===== src/hdl/apfp_pkg.sv =====
// Shared types and constants for the receive-packet API frame parser.
// No dependencies; imported by every module of the block.
package apfp_pkg;

  // Byte positions within a frame
  localparam int unsigned PosW         = 17;
  localparam int unsigned LenHiPos     = 1;
  localparam int unsigned LenLoPos     = 2;
  localparam int unsigned SumFirstPos  = 3;
  localparam int unsigned SrcFirstPos  = 4;
  localparam int unsigned SrcBytes     = 8;
  localparam int unsigned NetHiPos     = 12;
  localparam int unsigned NetLoPos     = 13;
  localparam int unsigned OptPos       = 14;
  localparam int unsigned DataFirstPos = 15;

  // Length field counts from the frame-type byte; below this it means "to the end"
  localparam int unsigned LenShortLimit = 12;
  localparam int unsigned LenBias       = 3;

  localparam logic [7:0] SumGood = 8'hFF;

  // Output word layout
  localparam int unsigned OutDataW = 120;

  typedef enum logic {
    KindData    = 1'b0,
    KindSummary = 1'b1
  } kind_e;

  typedef struct packed {
    kind_e       kind;
    logic [7:0]  data_byte;
    logic [15:0] frame_length;
    logic [63:0] source_address;
    logic [15:0] network_address;
    logic [7:0]  receive_options;
    logic        checksum_ok;
    logic        too_short;
  } result_t;

endpackage


===== src/hdl/api_rx_packet_frame_parser.sv =====
// Top level of the receive-packet API frame parser.
// Depends on apfp_pkg, apfp_front, apfp_fifo and apfp_back.
//
// Usage:
//   Slave stream: one frame byte per word in s_axis_tdata_i[7:0]; s_axis_tlast_i
//   marks the final byte of a frame. Header bytes (length, 64-bit source, 16-bit
//   network address, options) are captured by position; bytes from position 15
//   within the length window come out as data words.
//   Master stream: m_axis_tuser_o = 0 for a data word, 1 for the end-of-frame
//   summary carrying the header fields, checksum flag and short-frame flag.
//   A byte that produces nothing (header, padding past the length) is absorbed.
// Path: a result enters the queue at the edge that accepts its byte, then
//   moves into the output register once that register is empty or being read.
// Throughput: one byte per cycle while the queue has room; the byte counter
//   and header registers update in the accepting cycle and never hold input.
// Stall: when m_axis_tready_i is low, results collect in the FifoDepth-entry
//   queue plus the output register; s_axis_tready_o drops only when the queue
//   is full, and rises again the cycle after a word leaves.
// Reset: rst_ni clears the byte counter, header captures and checksum to zero,
//   empties the queue and drops m_axis_tvalid_o. No clearing pass is needed.
module api_rx_packet_frame_parser #(
  parameter int unsigned FifoDepth = 4
) (
  input  logic         clk_i,
  input  logic         rst_ni,
  // slave stream
  input  logic         s_axis_tvalid_i,
  output logic         s_axis_tready_o,
  input  logic [7:0]   s_axis_tdata_i,   // [7:0] rx_byte
  input  logic         s_axis_tlast_i,   // end_of_frame
  // master stream
  output logic         m_axis_tvalid_o,
  input  logic         m_axis_tready_i,
  output logic [119:0] m_axis_tdata_o,   // [7:0] data_byte, [23:8] frame_length,
                                         // [87:24] source_address,
                                         // [103:88] network_address,
                                         // [111:104] receive_options,
                                         // [112] checksum_ok, [113] too_short,
                                         // [119:114] zero
  output logic         m_axis_tuser_o    // kind: 0 data word, 1 frame summary
);
  import apfp_pkg::*;

  logic    fifo_full, fifo_empty;
  logic    push, pop;
  result_t front_res, fifo_res;

  assign s_axis_tready_o = ~fifo_full;

  // Front: position tracking, header capture, checksum, result build
  apfp_front u_front (
    .clk_i      (clk_i),
    .rst_ni     (rst_ni),
    .in_valid_i (s_axis_tvalid_i),
    .in_ready_i (s_axis_tready_o),
    .in_byte_i  (s_axis_tdata_i),
    .in_last_i  (s_axis_tlast_i),
    .push_o     (push),
    .result_o   (front_res)
  );

  // Decoupling queue: front never waits on the receiver until it fills
  apfp_fifo #(
    .Depth (FifoDepth)
  ) u_fifo (
    .clk_i   (clk_i),
    .rst_ni  (rst_ni),
    .push_i  (push),
    .data_i  (front_res),
    .full_o  (fifo_full),
    .pop_i   (pop),
    .data_o  (fifo_res),
    .empty_o (fifo_empty)
  );

  // Back: registered master stream
  apfp_back u_back (
    .clk_i       (clk_i),
    .rst_ni      (rst_ni),
    .avail_i     (~fifo_empty),
    .result_i    (fifo_res),
    .pop_o       (pop),
    .out_valid_o (m_axis_tvalid_o),
    .out_ready_i (m_axis_tready_i),
    .out_data_o  (m_axis_tdata_o),
    .out_user_o  (m_axis_tuser_o)
  );

endmodule


===== src/hdl/apfp_front.sv =====
// Front end: byte counter, header capture and checksum; builds one result per word.
// Depends on apfp_pkg.
module apfp_front (
  input  logic             clk_i,
  input  logic             rst_ni,
  input  logic             in_valid_i,
  input  logic             in_ready_i,
  input  logic [7:0]       in_byte_i,
  input  logic             in_last_i,
  output logic             push_o,
  output apfp_pkg::result_t result_o
);
  import apfp_pkg::*;

  logic [PosW-1:0] pos_q, pos_d;
  logic [15:0]     len_q, len_d;
  logic [63:0]     src_q, src_d;
  logic [15:0]     net_q, net_d;
  logic [7:0]      opt_q, opt_d;
  logic [7:0]      sum_q, sum_d;
  logic            accept;
  logic            data_hit;
  logic [PosW-1:0] len_end;

  assign accept  = in_valid_i & in_ready_i;
  assign len_end = {1'b0, len_q} + PosW'(LenBias);

  // Header capture and checksum: the word lands in its field and adds to the sum
  always_comb begin
    len_d = len_q;
    src_d = src_q;
    net_d = net_q;
    opt_d = opt_q;
    sum_d = sum_q;
    priority if (pos_q == PosW'(LenHiPos)) begin
      len_d[15:8] = in_byte_i;
    end else if (pos_q == PosW'(LenLoPos)) begin
      len_d[7:0] = in_byte_i;
    end else if (pos_q == PosW'(NetHiPos)) begin
      net_d[15:8] = in_byte_i;
    end else if (pos_q == PosW'(NetLoPos)) begin
      net_d[7:0] = in_byte_i;
    end else if (pos_q == PosW'(OptPos)) begin
      opt_d = in_byte_i;
    end else begin
      for (int i = 0; i < SrcBytes; i++) begin
        if (pos_q == PosW'(SrcFirstPos + i)) begin
          src_d[(SrcBytes-1-i)*8 +: 8] = in_byte_i;
        end
      end
    end
    if (pos_q >= PosW'(SumFirstPos)) begin
      sum_d = sum_q + in_byte_i;
    end
  end

  assign data_hit = (pos_q >= PosW'(DataFirstPos)) &&
                    ((len_q < 16'(LenShortLimit)) || (pos_q < len_end));

  always_comb begin
    result_o = '0;
    if (in_last_i) begin
      result_o.kind            = KindSummary;
      result_o.frame_length    = len_d;
      result_o.source_address  = src_d;
      result_o.network_address = net_d;
      result_o.receive_options = opt_d;
      result_o.checksum_ok     = (sum_d == SumGood);
      result_o.too_short       = (pos_q < PosW'(DataFirstPos));
    end else begin
      result_o.kind      = KindData;
      result_o.data_byte = in_byte_i;
    end
  end

  assign push_o = accept & (in_last_i | data_hit);

  always_ff @(posedge clk_i or negedge rst_ni) begin
    if (!rst_ni) begin
      pos_q <= '0;
      len_q <= '0;
      src_q <= '0;
      net_q <= '0;
      opt_q <= '0;
      sum_q <= '0;
    end else if (accept) begin
      if (in_last_i) begin
        pos_q <= '0;
        len_q <= '0;
        src_q <= '0;
        net_q <= '0;
        opt_q <= '0;
        sum_q <= '0;
      end else begin
        if (pos_q != '1) pos_q <= pos_q + PosW'(1);
        len_q <= len_d;
        src_q <= src_d;
        net_q <= net_d;
        opt_q <= opt_d;
        sum_q <= sum_d;
      end
    end
  end

endmodule


===== src/hdl/apfp_fifo.sv =====
// Short result queue between the parser front end and the output stage.
// Depends on apfp_pkg for the result type.
module apfp_fifo #(
  parameter int unsigned Depth = 4
) (
  input  logic              clk_i,
  input  logic              rst_ni,
  input  logic              push_i,
  input  apfp_pkg::result_t data_i,
  output logic              full_o,
  input  logic              pop_i,
  output apfp_pkg::result_t data_o,
  output logic              empty_o
);
  import apfp_pkg::*;

  localparam int unsigned AddrW = (Depth > 1) ? $clog2(Depth) : 1;
  localparam int unsigned CntW  = $clog2(Depth + 1);

  result_t          mem_q [Depth];
  logic [AddrW-1:0] wr_q, rd_q;
  logic [CntW-1:0]  cnt_q;
  logic             do_push, do_pop;

  assign full_o  = (cnt_q == CntW'(Depth));
  assign empty_o = (cnt_q == '0);
  assign do_push = push_i & ~full_o;
  assign do_pop  = pop_i & ~empty_o;
  assign data_o  = mem_q[rd_q];

  always_ff @(posedge clk_i) begin
    if (do_push) mem_q[wr_q] <= data_i;
  end

  always_ff @(posedge clk_i or negedge rst_ni) begin
    if (!rst_ni) begin
      wr_q  <= '0;
      rd_q  <= '0;
      cnt_q <= '0;
    end else begin
      if (do_push) wr_q <= (wr_q == AddrW'(Depth - 1)) ? '0 : wr_q + AddrW'(1);
      if (do_pop)  rd_q <= (rd_q == AddrW'(Depth - 1)) ? '0 : rd_q + AddrW'(1);
      if (do_push && !do_pop)      cnt_q <= cnt_q + CntW'(1);
      else if (do_pop && !do_push) cnt_q <= cnt_q - CntW'(1);
    end
  end

endmodule


===== src/hdl/apfp_back.sv =====
// Back end: output register for the master stream, packs a result into a word.
// Depends on apfp_pkg.
module apfp_back (
  input  logic                    clk_i,
  input  logic                    rst_ni,
  input  logic                    avail_i,
  input  apfp_pkg::result_t       result_i,
  output logic                    pop_o,
  output logic                    out_valid_o,
  input  logic                    out_ready_i,
  output logic [apfp_pkg::OutDataW-1:0] out_data_o,
  output logic                    out_user_o
);
  import apfp_pkg::*;

  localparam int unsigned PackW = 114;

  logic                valid_q;
  logic [OutDataW-1:0] data_q;
  logic                user_q;
  logic [PackW-1:0]    packed_w;

  // lowest bits first: data_byte, frame_length, source, network, options, ok, short
  assign packed_w = {result_i.too_short, result_i.checksum_ok, result_i.receive_options,
                     result_i.network_address, result_i.source_address,
                     result_i.frame_length, result_i.data_byte};

  assign pop_o = avail_i & (~valid_q | out_ready_i);

  always_ff @(posedge clk_i or negedge rst_ni) begin
    if (!rst_ni) begin
      valid_q <= 1'b0;
    end else if (pop_o) begin
      valid_q <= 1'b1;
    end else if (out_ready_i) begin
      valid_q <= 1'b0;
    end
  end

  always_ff @(posedge clk_i) begin
    if (pop_o) begin
      data_q <= {{(OutDataW-PackW){1'b0}}, packed_w};
      user_q <= result_i.kind;
    end
  end

  assign out_valid_o = valid_q;
  assign out_data_o  = data_q;
  assign out_user_o  = user_q;

endmodule

===== config.mk =====
export PLATFORM = sky130hd
export DESIGN_NAME = api_rx_packet_frame_parser
export DESIGN_NICKNAME = d
export VERILOG_FILES = /design/src/hdl/apfp_pkg.sv /design/src/hdl/api_rx_packet_frame_parser.sv /design/src/hdl/apfp_front.sv /design/src/hdl/apfp_fifo.sv /design/src/hdl/apfp_back.sv
export SDC_FILE = /design/constraint.sdc
export NUM_CORES = 1
export LEC_CHECK = 0
export ABC_AREA = 1
export BUFFER_PORTS_ARGS = -buffer_cell sky130_fd_sc_hd__buf_2
export CAP_MARGIN = 20
export CORE_MARGIN = 10
export CORE_UTILIZATION = 60
export CTS_CLUSTER_DIAMETER = 120
export DETAILED_ROUTE_END_ITERATION = 10
export GPL_TIMING_DRIVEN = 0
export PLACE_DENSITY = 0.78
export RECOVER_POWER = 50
export SKIP_CTS_REPAIR_TIMING = 1
export SLEW_MARGIN = 20
export SYNTH_ARGS = -nofsm -noshare
export SYNTH_HDL_FRONTEND = slang
export SYNTH_SLANG_ARGS = --single-unit

===== constraint.sdc =====
create_clock -name clk_i -period 17.6 [get_ports clk_i]
set_clock_uncertainty 0.15 [all_clocks]
set_input_delay 0.88 -clock clk_i [delete_from_list [all_inputs] [get_ports clk_i]]
set_output_delay 0.88 -clock clk_i [all_outputs]
set_load 0.05 [all_outputs]

==> summary.md, run 1 <==
| Metric | Value |
|---|---|
| Status | finished, violations left |
| Failing checks | max-capacitance violations, max-slew violations |
| Setup Viol. Count Final | 0 |
| Worst hold path depth | 2 |
| Count leader, synth | edfxtp_1 |
| Iter 0 DRT Violations | 2618 |
| Post-synthesis sequential area ratio | 0.7161 |
| Worst-path fanout max | 79 |
| Worst hold path class | in -> reg |
| Final Slew Violations | between 100 and 150 |
| Placed cell area | approximately 31000 µm² |
| Share of layout cells above drive strength 1 | 0.06687 |
| FF+latch count, synth | 712 |
| Critical Path AT | roughly 6.5 ns |
| Initial Util | 0.6065 |
| Maximum VDD drop | 0.08579 mV |
| DRT Pass-1 Iters | 8 |
| Total power draw | slightly below 6 mW |
| Total vias in the final route | between 20000 and 25000 |
| Crit. End Element | async pin |
| Mapped Cells | between 2000 and 2500 |
| Post-route cell area | 33220 µm² |
| RSZ-0062 raised after global routing | false |
| Worst Setup Slack, final | between 10 and 15 ns |
| WP data required | ~17 ns |
| Post-route antenna net violation count | 0 |
| Ranking of synthesized cells by area | edfxtp_1 (60%), dfrtp_1 (12%), o21ai_0 (5.6%) |
| Cell mode on critical path | clkbuf_1 |
| Layout area overhead | 14.96% |
| Max stage delay on crit path | 3.17 ns |
| WP buf/inv | 2 |
| Avg Synthesized Cell Area | about 12 µm² |
| Clock Sink Count | 712 |
| Crit share post-route | 0.3953 |
| I/O Pins | roughly 140 |
| Final min period | roughly 7.0 ns |
| Kind of critical path | in -> async |
| Ys flop type | edfxtp_1 |
| Core Region | 47650 µm² |
| Startpoint types | primary input |
| Width of the die | roughly 240 µm |
| Worst path slowest cell | clkbuf_1 |
| Area of the die | between 50000 and 60000 µm² |
| First-pass GRT wire length | between 100 and 150 mm |
| Post-synth EDFFs | 575 |
| Drt via density | 6.099 |
| Pre-CTS setup slack | 12.45 ns |
| CTS Buf Count | 71 |
| Synthesis warning total | 0 |
| Synth top cells by count | edfxtp_1 (575), nor2_1 (383), o21ai_0 (322) |
| Total GRT Usage | 0.2566 |
| Worst Max-Slew Pin Slew | between 4 and 5 ns |
| Leak | around 12 nW |
| IO Port Bufs | 129 |
| N_diodes | 0 |
| CTS tree | built |
| Final hold viol count | 0 |
| Critical-path cell list | clkbuf_1 -> clkbuf_1 |
| Initial antenna violation count | 0 |
| PwrDens | 177.4 nW/µm² |
| CTS max path bufs | 3 |
| Largest net degree at the start of global routing | 80 |
| GRT Residual Overflow | 0 |
| Clk slew on worst S/H paths | 0.06 ns |
| Mapped Area | 28900 µm² |
| Row count | 80 |
| Vias in the first global route | about 20000 |
| Peak Freq | about 0.14 GHz |
| Worst path top cell family by delay | buffers and inverters |
| Synth cell types | 49 |
| H-tree levels | 3 |
| Clock Latency Late Sink | 0.62 ns |
| Routed Wire Length | 73.96 mm |
| Yosys top cell by area | edfxtp_1 |
| Synth async-reset ratio | 0.1924 |
| Worst reg2reg path depth | 21 |
| Final net count | 2669 |
| Final estimated routing congestion in global placement | a little under 1 |
| Dpl hpwl | 47.63 mm |
| Worst rel slew slack | -1.877 |
| Die height | between 200 and 250 µm |
| Top-area cell type share of the netlist area | 0.5975 |
| Crit path depth | 2 |
| Wire length per cell | roughly 22 µm |
| Max_cap viols | 2 |
| Clock Root Buffer | clkbuf_16 |
| Number of fill cells | between 3000 and 4000 |
| # DRC | 0 |
registers in the layout (all words and copies together) (netlist names):
name and flops:
u_fifo.mem_q 460, u_back.out_data_o 114, u_front.src_q 64, u_front.pos_q 17, u_front.len_q 16, u_front.net_q 16
u_front.opt_q 8, u_front.sum_q 8, u_fifo.cnt_q 3, u_fifo.rd_q 2, u_fifo.wr_q 2, u_back.out_user_o 1
u_back.out_valid_o 1
worst register-to-register path, cell delays in order (launching register included):
cell      delay, ns
dfrtp_1        0.37
inv_1          0.08
ha_1           0.22
nor2_1         0.18
nand3_1        0.13
nor3_1         0.38
nand3_1        0.21
nor2_1         0.14
nand2_1        0.11
o21ai_0        0.15
o21ai_0        0.11
ha_1           0.30
a21oi_1        0.12
o21ai_0        0.10
nor2_1         0.13
nand2_1        0.06
nand2_1        0.08
nand3_1        0.43
a21boi_4       0.79
buf_16         0.25
buf_8          0.19
buf_16         0.19
where the power goes:
group	switching, mW	leakage (nW)	total (mW)	internal [mW]
clock network	0.630	1.15	1.55	0.919
registers	0.124	7.32	2.37	2.24
logic	1.53	3.91	1.98	0.446
layout make-up:
class	count	area, µm²	share of cell area
timing repair buffer	165	1277	0.03845
clock inverter	34	407.9	0.01228
tap	615	769.5	0.02316
clock buffer	97	1968	0.05924
multi-input combinational	1377	6965	0.2097
sequential	712	20690	0.6230
inverter	152	575.6	0.01733
buffer	140	561.8	0.01691
path summary, 6_finish.rpt:
check / from / endpoint / slack, ns
worst max-delay path: rst_ni / u_front.src_q[27] / 10.64
worst min-delay path: m_axis_tready_i / u_back.out_valid_o / 0.33
worst max register to register: u_front.len_q[0] / u_fifo.mem_q[1][40] / 12.44
worst min register to register: u_front.net_q[15] / u_front.net_q[15] / 0.34
max in group clk_i: u_front.len_q[0] / u_fifo.mem_q[1][40] / 12.44
min in group asynchronous: rst_ni / u_back.out_valid_o / 1.27
metal layers:
layer / wire length [µm] / GRT usage
met5: 0 / 0
met4: 2448 / 0.1092
met3: 6941 / 0.05287
met2: 36260 / 0.4220
met1: 28310 / 0.3271
through the flow:
step / TNS, ns / util / cells / hold slack [ns]
after floorplan: 0 / - / 2381 / 0.2992
after global placement: -642.84 / 0.6366 / 3125 / 0.3115
after detailed placement: 0 / 0.6581 / 3161 / 0.3236
after CTS: 0 / 0.7080 / 3292 / 0.05316
after global routing: 0 / 0.6972 / 3292 / 0.3461
final: 0 / 0.6972 / 3292 / 0.3348
placed cells by master, fill, tap and decap left out, types with 4 or more instances in the layout:
master,instances
nor2_2,5
clkbuf_1,273
bufinv_16,9
nand3_1,37
ha_1,35
clkbuf_16,74
a22o_1,4
a21boi_4,4
nand2_1,219
dfrtp_1,137
inv_2,4
o21ai_1,31
and2_0,8
o22ai_1,197
a21oi_1,31
clkinv_2,5
clkinv_1,15
nor3_1,10
inv_1,144
nor4_1,5
xnor2_1,4
nor2_1,385
buf_4,7
buf_16,26
o21ai_0,341
nand2_2,7
buf_2,12
conb_1,6
nand4_1,10
a31oi_1,4
edfxtp_1,575
xor2_1,15
cell families (layout without fill, tap and decap cells):
logic type,Yosys count,in the layout,synth area share
flip-flops,712,712,0.7161
AND/OR/NAND/NOR,697,697,0.1030
adder cells (fa/ha/maj),37,37,0.01654
XOR/XNOR,19,19,0.005759
buffers and inverters,292,588,0.04057
AO/OA/AOI/OAI,618,618,0.1178
other,1,6,0.0001298
No activity file was read; power rests on OpenSTA's default activity.
==> run 2, diff against run 1 <==
Settings changed: CORE_UTILIZATION 60 to 55, PLACE_DENSITY 0.78 to 0.75.
Clock period 17.6 ns to 5.8 ns, I/O delays scaled along.
==> summary.md, run 2 (same netlist as run 1, synthesis figures left out) <==
| Metric | Value |
|---|---|
| Status | finished, violations left (unchanged) |
| Failing checks | max-capacitance violations, max-slew violations (unchanged) |
| Worst-path fanout max | 17 (was 79) |
| Reg2Reg Setup Slack | 0.42 ns (was 12.44 ns) |
| Worst rel slew slack | -1.786 (was -1.877) |
| Commonest non-fill, non-tap cells in the layout | edfxtp_1 (575), nor2_1 (385), o21ai_0 (349) (was edfxtp_1 (575), nor2_1 (385), o21ai_0 (341)) |
| Pre-CTS setup slack | 0.4837 ns (was 12.45 ns) |
| Leak | 12.41 nW (was 12.38 nW) |
| Biggest register | u_fifo.mem_q (unchanged) |
| First-pass GRT wire length | 112.8 mm (was 112.5 mm) |
| N_diodes | 0 (unchanged) |
| Worst hold path class | in -> reg (unchanged) |
| Worst hold path depth | 5 (was 2) |
| Clock Latency Late Sink | 0.61 ns (was 0.62 ns) |
| Most common cell after layout, fill and taps aside | edfxtp_1 (unchanged) |
| Width of the die | 249.2 µm (was 239.5 µm) |
| Iter 0 DRT Violations | 2352 (was 2618) |
| Final min period | 5.378 ns |
| Total vias in the final route | 19960 (was 20080) |
| Worst reg2reg path depth | 21 (unchanged) |
| Crit. End Element | flip-flop (was async pin) |
| Total GRT Usage | 0.2307 (was 0.2566) |
| Final estimated routing congestion in global placement | 0.9471 (was 0.9651) |
| Final net count | 2671 (was 2669) |
| WP data required | 5.96 ns (was 17.16 ns) |
| PwrDens | 535.4 nW/µm² (was 177.4 nW/µm²) |
| Clock Root Buffer | clkbuf_16 (unchanged) |
| Kind of critical path | reg -> reg (was in -> async) |
| RR Startpoint | u_front.len_q[0] (unchanged) |
| Final hold viol count | 0 (unchanged) |
| Number of fill cells | 3810 (was 3160) |
| Total power draw | 17.84 mW (was 5.894 mW) |
| GRT Residual Overflow | 0 (unchanged) |
| Crit share post-route | 0.9273 |
| Die height | 249.2 µm (was 239.5 µm) |
| Setup Viol. Count Final | 0 (unchanged) |
| Dpl hpwl | 48.32 mm (was 47.63 mm) |
| Clk slew on worst S/H paths | 0.06 ns (about the same) |
| Peak Freq | between 0.15 and 0.2 GHz |
| Routed Wire Length | 73.54 mm (was 73.96 mm) |
| Worst Max-Slew Pin Slew | 4.179 ns (was 4.316 ns) |
| Largest net degree at the start of global routing | 71 (was 80) |
| Hold Path Sink | u_front.sum_q[0] (was u_back.out_valid_o) |
| Initial Util | 0.5588 (was 0.6065) |
| CTS tree | built (unchanged) |
| Row count | 83 (was 80) |
| CTS max path bufs | 3 (unchanged) |
| RR Endpoint | u_fifo.mem_q[1][37] (was u_fifo.mem_q[1][40]) |
| Maximum VDD drop | 0.3023 mV (was 0.08579 mV) |
| Area of the die | 62110 µm² (was 57340 µm²) |
| Critical Path AT | 5.53 ns (was 6.52 ns) |
| DRT Pass-1 Iters | 6 (was 8) |
| Max_cap viols | 1 (was 2) |
| I/O Pins | 136 (unchanged) |
| Layout area overhead | 15.30% (was 14.96%) |
| Core Region | 51720 µm² (was 47650 µm²) |
| Max reg flops | 460 (unchanged) |
| Vias in the first global route | 19840 (was 19870) |
| CTS Buf Count | 71 (unchanged) |
| Drt via density | 5.941 (was 6.099) |
| Aggregate negative setup slack | 0 ns (unchanged) |
| Worst Setup Slack, final | 0.4215 ns (was 10.64 ns) |
| Share of layout cells above drive strength 1 | 0.06719 (was 0.06687) |
| Wire length per cell | 21.89 µm (was 22.47 µm) |
| Startpoint types | flip-flop (was primary input) |
| RSZ-0062 raised after global routing | false (unchanged) |
| Hold_sp | s_axis_tdata_i[0] (was m_axis_tready_i) |
| H-tree levels | 3 (unchanged) |
| Post-route antenna net violation count | 0 (unchanged) |
| Initial antenna violation count | 0 (unchanged) |
| Final Slew Violations | 68 (was 140) |
| IO Port Bufs | 129 (unchanged) |
| Clock Sink Count | 712 (unchanged) |
| # DRC | 0 (unchanged) |
## run 2: changes by cell type in the layout (fill, tap and decap cells not counted), sizes merged
cell / delta
buf: +2
clkbuf: -4
clkinv: +3
clkinvlp: -1
dlygate4sd3: +3
inv: -1
## run 2: cell type report
cell class                 instances  area [µm²]  share of cell area
inverter                         152       575.6             0.01727
sequential                       712       20690              0.6211
buffer                           140       554.3             0.01664
clock inverter                    35       409.1             0.01228
tap                              680       850.8             0.02554
clock buffer                      96        1974             0.05926
multi-input combinational       1377        6938              0.2082
timing repair buffer             167        1323             0.03969
## run 2: critical path, cell delays in order, from the launching register on
cell and delay, ns:
dfrtp_1 0.38, inv_1 0.09, ha_1 0.22, nor2_1 0.20, nand3_1 0.15, nor3_1 0.37
nand3_1 0.22, nor2_1 0.16, nand2_1 0.11, o21ai_0 0.14, o21ai_0 0.11, ha_1 0.30
a21oi_1 0.14, o21ai_0 0.11, nor2_1 0.14, nand2_1 0.06, nand2_1 0.08, nand3_1 0.44
a21boi_4 0.83, buf_16 0.25, buf_16 0.20, buf_16 0.18
## run 2: per-stage QoR
stage / cells / area, µm² / util / hold WS (ns)
floorplan: 2381 / 28920 / - / -0.1556
global placement: 3190 / 30420 / 0.5882 / 0.3121
detailed placement: 3225 / 31410 / 0.6073 / 0.1361
CTS: 3356 / 33790 / 0.6534 / -0.5061
global route: 3359 / 33320 / 0.6443 / 0.09371
finish: 3359 / 33320 / 0.6443 / 0.04126
## run 2: power breakdown
group | switching, mW | total, mW | internal [mW]
Sequential | 0.368 | 7.18 | 6.81
Combinational | 4.61 | 5.96 | 1.35
Clock | 1.90 | 4.70 | 2.80
Total | 6.88 | 17.8 | 11.0
## run 2: how the worst max path moves through the flow
stage	start	slack [ns]	endpoint
2_1_floorplan	u_front.len_q[0]	-2.75	u_fifo.mem_q[3][0]
3_3_place_gp	u_front.len_q[0]	-7.92	u_fifo.mem_q[0][46]
3_5_place_dp	u_front.len_q[0]	0.48	u_fifo.mem_q[1][50]
4_1_cts	u_front.len_q[0]	0.48	u_fifo.mem_q[1][33]
5_1_grt	u_front.len_q[0]	0.06	u_fifo.mem_q[1][33]
6_report	u_front.len_q[0]	0.42	u_fifo.mem_q[1][37]
## run 2: metal layers
metal | share of wire | track usage
met1 | 0.39 | 0.2981
met2 | 0.50 | 0.3840
met3 | 0.085 | 0.03980
met4 | 0.028 | 0.08804
met5 | 0 | 0
